**config.mk**
```make
export PLATFORM = sky130hd
export DESIGN_NAME = mbe_ctrl
export DESIGN_NICKNAME = d
export VERILOG_FILES = /design/src/sv/assert_macros.svh /design/src/sv/mbe_pkg.sv /design/src/sv/mbe_ctrl.sv
export SDC_FILE = /design/constraint.sdc
export NUM_CORES = 1
export LEC_CHECK = 0
export BUFFER_PORTS_ARGS = -buffer_cell sky130_fd_sc_hd__buf_4
export CAP_MARGIN = 20
export CORE_AREA = 2 2 39 41
export DETAILED_ROUTE_END_ITERATION = 7
export DIE_AREA = 0 0 41 43
export PLACE_DENSITY = 0.49
export SLEW_MARGIN = 20
export SYNTH_ARGS = -nofsm -noshare
export SYNTH_HDL_FRONTEND = slang
export SYNTH_SLANG_ARGS = --single-unit
export TNS_END_PERCENT = 20
```
**constraint.sdc**
```tcl
create_clock -name aclk -period 1.24 [get_ports aclk]
set_clock_uncertainty 0.1 [all_clocks]
set_input_delay 0.062 -clock aclk [delete_from_list [all_inputs] [get_ports aclk]]
set_output_delay 0.062 -clock aclk [all_outputs]
set_load 0.05 [all_outputs]
```
**src/sv/assert_macros.svh**
```systemverilog
// ----------------------------------------------------------------------------
// Assertion macros
// Shared concurrent assertion forms used by the RTL.
// ----------------------------------------------------------------------------
`ifndef ASSERT_MACROS_SVH
`define ASSERT_MACROS_SVH

// Same-cycle implication, disabled while reset is asserted.
`define ASSERT_IMPLIES(label, clk, rstn, ante, cons) \
    label: assert property (@(posedge clk) disable iff (!(rstn)) (ante) |-> (cons)) \
        else $error("%m: assertion failed");

// Next-cycle implication, disabled while reset is asserted.
`define ASSERT_NEXT(label, clk, rstn, ante, cons) \
    label: assert property (@(posedge clk) disable iff (!(rstn)) (ante) |=> (cons)) \
        else $error("%m: assertion failed");

// Invariant that holds at every clock edge outside reset.
`define ASSERT_ALWAYS(label, clk, rstn, expr) \
    label: assert property (@(posedge clk) disable iff (!(rstn)) (expr)) \
        else $error("%m: assertion failed");

`endif

```
**src/sv/mbe_pkg.sv**
```systemverilog
// ----------------------------------------------------------------------------
// mbe_pkg
// Shared constants, types and functions of the escape-time block.
// ----------------------------------------------------------------------------
package mbe_pkg;

    localparam int FRAC_BITS = 28;
    localparam int IN_FRAC   = 28;
    localparam int C_W       = 32;
    localparam int Z_W       = FRAC_BITS + 8;
    localparam int SQ_W      = FRAC_BITS + 10;
    localparam int PROD_W    = 2 * Z_W;
    localparam int CNT_W     = 17;
    localparam int KEY_W     = 11;
    localparam int KEYP_W    = SQ_W + KEY_W;
    localparam int KEYQ_W    = KEYP_W - FRAC_BITS;
    localparam int VAL_W     = KEYQ_W + 1;
    localparam int RES_W     = 20;
    localparam int TDATA_IN_W  = 2 * C_W;
    localparam int TDATA_OUT_W = 24;
    localparam int C_SHL     = (FRAC_BITS >= IN_FRAC) ? (FRAC_BITS - IN_FRAC) : 0;
    localparam int C_SHR     = (FRAC_BITS < IN_FRAC) ? (IN_FRAC - FRAC_BITS) : 0;
    localparam int CW_W      = C_W + C_SHL;

    localparam logic [CNT_W-1:0] MAX_ITER_RESET = CNT_W'(100000);
    localparam logic [KEY_W-1:0] KEY_MUL        = KEY_W'(2003);
    localparam logic [SQ_W-1:0]  FOUR           = SQ_W'(4) << FRAC_BITS;
    localparam logic [RES_W-1:0] RESULT_MAX     = {RES_W{1'b1}};

    typedef enum logic {
        OP_KEYED = 1'b0,
        OP_COUNT = 1'b1
    } op_t;

    typedef struct packed {
        logic load;
        logic mul;
        logic step;
        logic key;
        logic finish;
    } mbe_cmd_t;

    typedef struct packed {
        logic cont;
        logic out_free;
    } mbe_status_t;

    function automatic logic signed [Z_W-1:0] align_c(input logic signed [C_W-1:0] c);
        logic signed [CW_W-1:0] w;
        w = CW_W'(c);
        w = w <<< C_SHL;
        w = w >>> C_SHR;
        return Z_W'(w);
    endfunction

endpackage

```
**src/sv/mbe_ctrl.sv**
```systemverilog
// ----------------------------------------------------------------------------
// mbe_ctrl
// Sequencer that steps the datapath through the iterations of one point.
// ----------------------------------------------------------------------------
module mbe_ctrl
    import mbe_pkg::*;
(
    input  logic        aclk,
    input  logic        aresetn,
    input  logic        s_tvalid,
    output logic        s_tready,
    input  mbe_status_t status,
    output mbe_cmd_t    cmd
);

    typedef enum logic [4:0] {
        ST_IDLE = 5'b00001,
        ST_MUL  = 5'b00010,
        ST_TEST = 5'b00100,
        ST_KEY  = 5'b01000,
        ST_DONE = 5'b10000
    } state_t;

    state_t state_reg;
    state_t state_next;

    always_ff @(posedge aclk) begin
        if (!aresetn) begin
            state_reg <= ST_IDLE;
        end else begin
            state_reg <= state_next;
        end
    end

    always_comb begin
        state_next = state_reg;
        cmd        = '0;
        s_tready   = 1'b0;
        unique case (state_reg)
            ST_IDLE: begin
                s_tready = 1'b1;
                if (s_tvalid) begin
                    cmd.load   = 1'b1;
                    state_next = ST_MUL;
                end
            end
            ST_MUL: begin
                cmd.mul    = 1'b1;
                state_next = ST_TEST;
            end
            ST_TEST: begin
                if (status.cont) begin
                    cmd.step   = 1'b1;
                    state_next = ST_MUL;
                end else begin
                    state_next = ST_KEY;
                end
            end
            ST_KEY: begin
                cmd.key    = 1'b1;
                state_next = ST_DONE;
            end
            ST_DONE: begin
                if (status.out_free) begin
                    cmd.finish = 1'b1;
                    state_next = ST_IDLE;
                end
            end
            default: begin
                state_next = ST_IDLE;
            end
        endcase
    end

endmodule

```
==> impl_summary.txt <==
----------------------------------------------------
[Setup path]
  R2R setup slack ... -0.17 ns
  Worst reg2reg path depth ... 4
  Critical Path AT ... approximately 1.3 ns
  CP Capture Type ... primary output
  Launch point of the worst reg-to-reg path ... state_reg[3]$_SDFFE_PN0P_
  Worst Path Class, Setup ... register to primary output
  WP data required ... 1.08 ns
  Worst-path fanout max ... 8
  CP startpoint kind ... register
  Worst r2r dst ... state_reg[1]$_SDFFE_PN0P_

[Finish]
  Layout cells sized above 1 ... 53.2%
  Count of nets after finishing ... between 60 and 70
  Post-layout utilization of the core ... 43.0%
  Antenna fix cells ... 0
  Number of flip-flops under the largest register name ... 5
  Synth-to-layout area growth ... 73.1%
  Commonest non-fill, non-tap cell in the layout ... sky130_fd_sc_hd__buf_4
  Most used cells in the layout excluding fill and tap cells ... sky130_fd_sc_hd__buf_4 (9), sky130_fd_sc_hd__buf_6 (7), sky130_fd_sc_hd__inv_1 (4)

[Clocking]
  Clock tree from TritonCTS ... done
  CTS root buffer ... sky130_fd_sc_hd__clkbuf_4
  Later-pin clock latency in the skew report ... 0.24 ns
  CTS buffer count ... 3
  Clock Path Buffers ... 2
  Total clock sinks ... 5
  Clock-pin slew reported for the worst setup and hold paths after clock tree synthesis ... 0.05 ns
  H-tree level count ... 1

[Timing]
  Final sum of negative setup slack ... -1.59 ns
  Final count of pins violating max slew ... 0
  Portion of the clock cycle consumed by the worst path in the final layout ... 120%
  Upper clock frequency limit ... approximately 670 MHz
  Setup repair after global routing missed its margin ... true
  Max transition margin ... about 84%
  Smallest setup slack after layout ... -0.248 ns
  Transition time at the pin with the least slew margin ... 0.237 ns
  Final hold violations ... 0
  Final setup violation count ... 10
  Min Tclk post-route ... 1.49 ns

[Global routing]
  Total global routing overflow ... 0
  Total routing resource utilization after global routing ... between 10 and 15%
  Initial antenna violation count ... 0
  Global-route wire length before repair ... 1610 um
  Vias in the first global route ... about 390
  Maximum number of pins on one net before global-route repair ... 10

[Floorplan]
  Height of the die ... 43 um
  DIE AREA ... around 0.0018 mm2
  Number of placement rows ... 14
  Initial Util ... between 20% and 30%
  Die width ... 41 um
  I/O Pins ... 11
  Core area ... about 0.0014 mm2

[Detailed routing]
  Initial DRC Count ... 5
  Count of TritonRoute iterations in the first routing pass ... 3
  Residual DRC count ... 0
  Routed wire length per instance ... approximately 12 um
  Post-Route WL ... between 900 and 1000 um
  Vias post-DR ... 393
  Count of nets left with antenna violations after detail routing ... 0
  Post-detailed-route via-to-cell ratio ... 5.04

[Yosys]
  Synth top area cells ... sky130_fd_sc_hd__dfxtp_1 (29%), sky130_fd_sc_hd__o31ai_4 (6.2%), sky130_fd_sc_hd__nor3_1 (5.8%)
  Top cell type by total area after synthesis ... sky130_fd_sc_hd__dfxtp_1
  Mapped Area ... ~340 um2
  Portion of the post-synthesis area used by sequential elements ... roughly 29%
  Fraction of synthesized cell area taken by the top area cell type ... between 20 and 30%
  Warnings from Yosys ... 0
  FF+latch count, synth ... 5
  Count of distinct cell types in the synthesized netlist ... 23
  Post-synthesis net count ... 46
  Synthesized area divided by synthesized cell count ... 8.39 um2
  Number of cells produced by synthesis ... 41

[Placed design]
  Final HPWL DP ... 683 um
  Routability cong. ... 0.724
  Count of input and output buffers ... 10

[Status]
  Violated checks ... negative setup slack
  Status ... complete, but fails checks

[Pwr]
  Areal power density over the cells ... ~990 mW/mm2
  Leakage component of the power ... 0.246 nW
  Total power of the final layout ... approximately 0.59 mW
  Worst voltage drop across the vdd grid ... between 0.0003 and 0.0004 V

[Min path]
  Kind of path behind the tightest hold check ... input pin to register
  HP Start ... status[0]
  Worst Hold Path EP ... state_reg[0]$_SDFFE_PN1P_
  Hold Path Cell Cnt ... 3

[Job]
  Max-cap violations ... 0

----------------------------------------------------
==> cells in the mapped netlist <==
library cell               number
sky130_fd_sc_hd__dfxtp_1        5
sky130_fd_sc_hd__nor3_1         4
sky130_fd_sc_hd__and3b_1        1
sky130_fd_sc_hd__and3_1         2
sky130_fd_sc_hd__nand3b_1       1
sky130_fd_sc_hd__a21oi_1        1
sky130_fd_sc_hd__and3b_2        1
sky130_fd_sc_hd__nor4_1         3
sky130_fd_sc_hd__buf_6          1
sky130_fd_sc_hd__or3_1          1
sky130_fd_sc_hd__and2_1         1
sky130_fd_sc_hd__o31ai_1        1
sky130_fd_sc_hd__o311a_1        1
sky130_fd_sc_hd__nor2b_1        2
sky130_fd_sc_hd__nor2_1         4
sky130_fd_sc_hd__or2b_2         1
sky130_fd_sc_hd__and2b_2        1
sky130_fd_sc_hd__o21ai_0        2
sky130_fd_sc_hd__inv_1          4
sky130_fd_sc_hd__o31ai_4        1
sky130_fd_sc_hd__and4b_1        1
sky130_fd_sc_hd__o211ai_1       1
sky130_fd_sc_hd__o2111a_1       1
==> timing repair <==
item,CTS,global route
gates cloned,0,0
pin swaps,3,0
hold buffers,2,0
hold endpoints to repair,3,0
gates resized for setup,11,3
endpoints found under the setup margin,10,10
buffers inserted,1,0
==> cell type report <==
type / instances / area, um2
tap: 16 / 20.0
inverter: 4 / 15.0
clock buffer: 4 / 26.3
multi-input combinational: 31 / 264
timing repair buffer: 18 / 166
fill: 148 / 788
sequential: 5 / 104
==> report_power, final <==
group	internal, mW	switching (mW)
registers	0.171	0.0121
logic	0.0921	0.118
clock network	0.122	0.0744
total	0.386	0.205
==> metrics by stage <==
| step | std cells | hold WS, ns | cell area, um2 | worst slack [ns] |
|---|---|---|---|---|
| finish | 78 | 0.00578 | 596 | -0.248 |
| global route | 78 | 0.0250 | 596 | -0.306 |
| CTS | 78 | 0.00141 | 589 | -0.252 |
| detailed placement | 71 | 0.146 | 494 | -0.224 |
| global placement | 71 | 0.147 | 494 | -0.219 |
| floorplan | 41 | 0.0384 | 373 | -0.314 |
==> per-layer routing <==
| layer | wire length (um) | part of all wire [%] | track usage (%) |
|---|---|---|---|
| met5 | 0 | 0 | 0 |
| met4 | 7 | 0.72 | 8.00 |
| met3 | 43 | 4.4 | 4.71 |
| met2 | 475 | 49 | 20.9 |
| met1 | 444 | 46 | 16.5 |
==> critical path, cell delays in order, from the launching register on <==
cell                      delay [ns]
sky130_fd_sc_hd__dfxtp_1        0.32
sky130_fd_sc_hd__buf_4          0.15
sky130_fd_sc_hd__nor2_1         0.05
sky130_fd_sc_hd__and3_2         0.21
sky130_fd_sc_hd__and2_2         0.20
sky130_fd_sc_hd__buf_6          0.15
==> kinds of logic after synthesis <==
family	count (synthesis)	synth area share (%)
compound gates	8	21.1
flops	5	29.1
simple gates	23	42.2
buf+inv	5	7.63
==> worst max-delay path by stage <==
stage                     slack, ns                 startpoint  cells after the start                   endpoint
after floorplan               -0.31  state_reg[2]$_SDFFE_PN0P_                      3                     cmd[0]
after global placement        -0.22  state_reg[2]$_SDFFE_PN0P_                      3  state_reg[2]$_SDFFE_PN0P_
after detailed placement      -0.22  state_reg[2]$_SDFFE_PN0P_                      3  state_reg[2]$_SDFFE_PN0P_
after CTS                     -0.25  state_reg[3]$_SDFFE_PN0P_                      3                     cmd[0]
after global routing          -0.31  state_reg[3]$_SDFFE_PN0P_                      3                     cmd[0]
final                         -0.25  state_reg[3]$_SDFFE_PN0P_                      5                     cmd[4]
(Power assumes the default switching activity.)
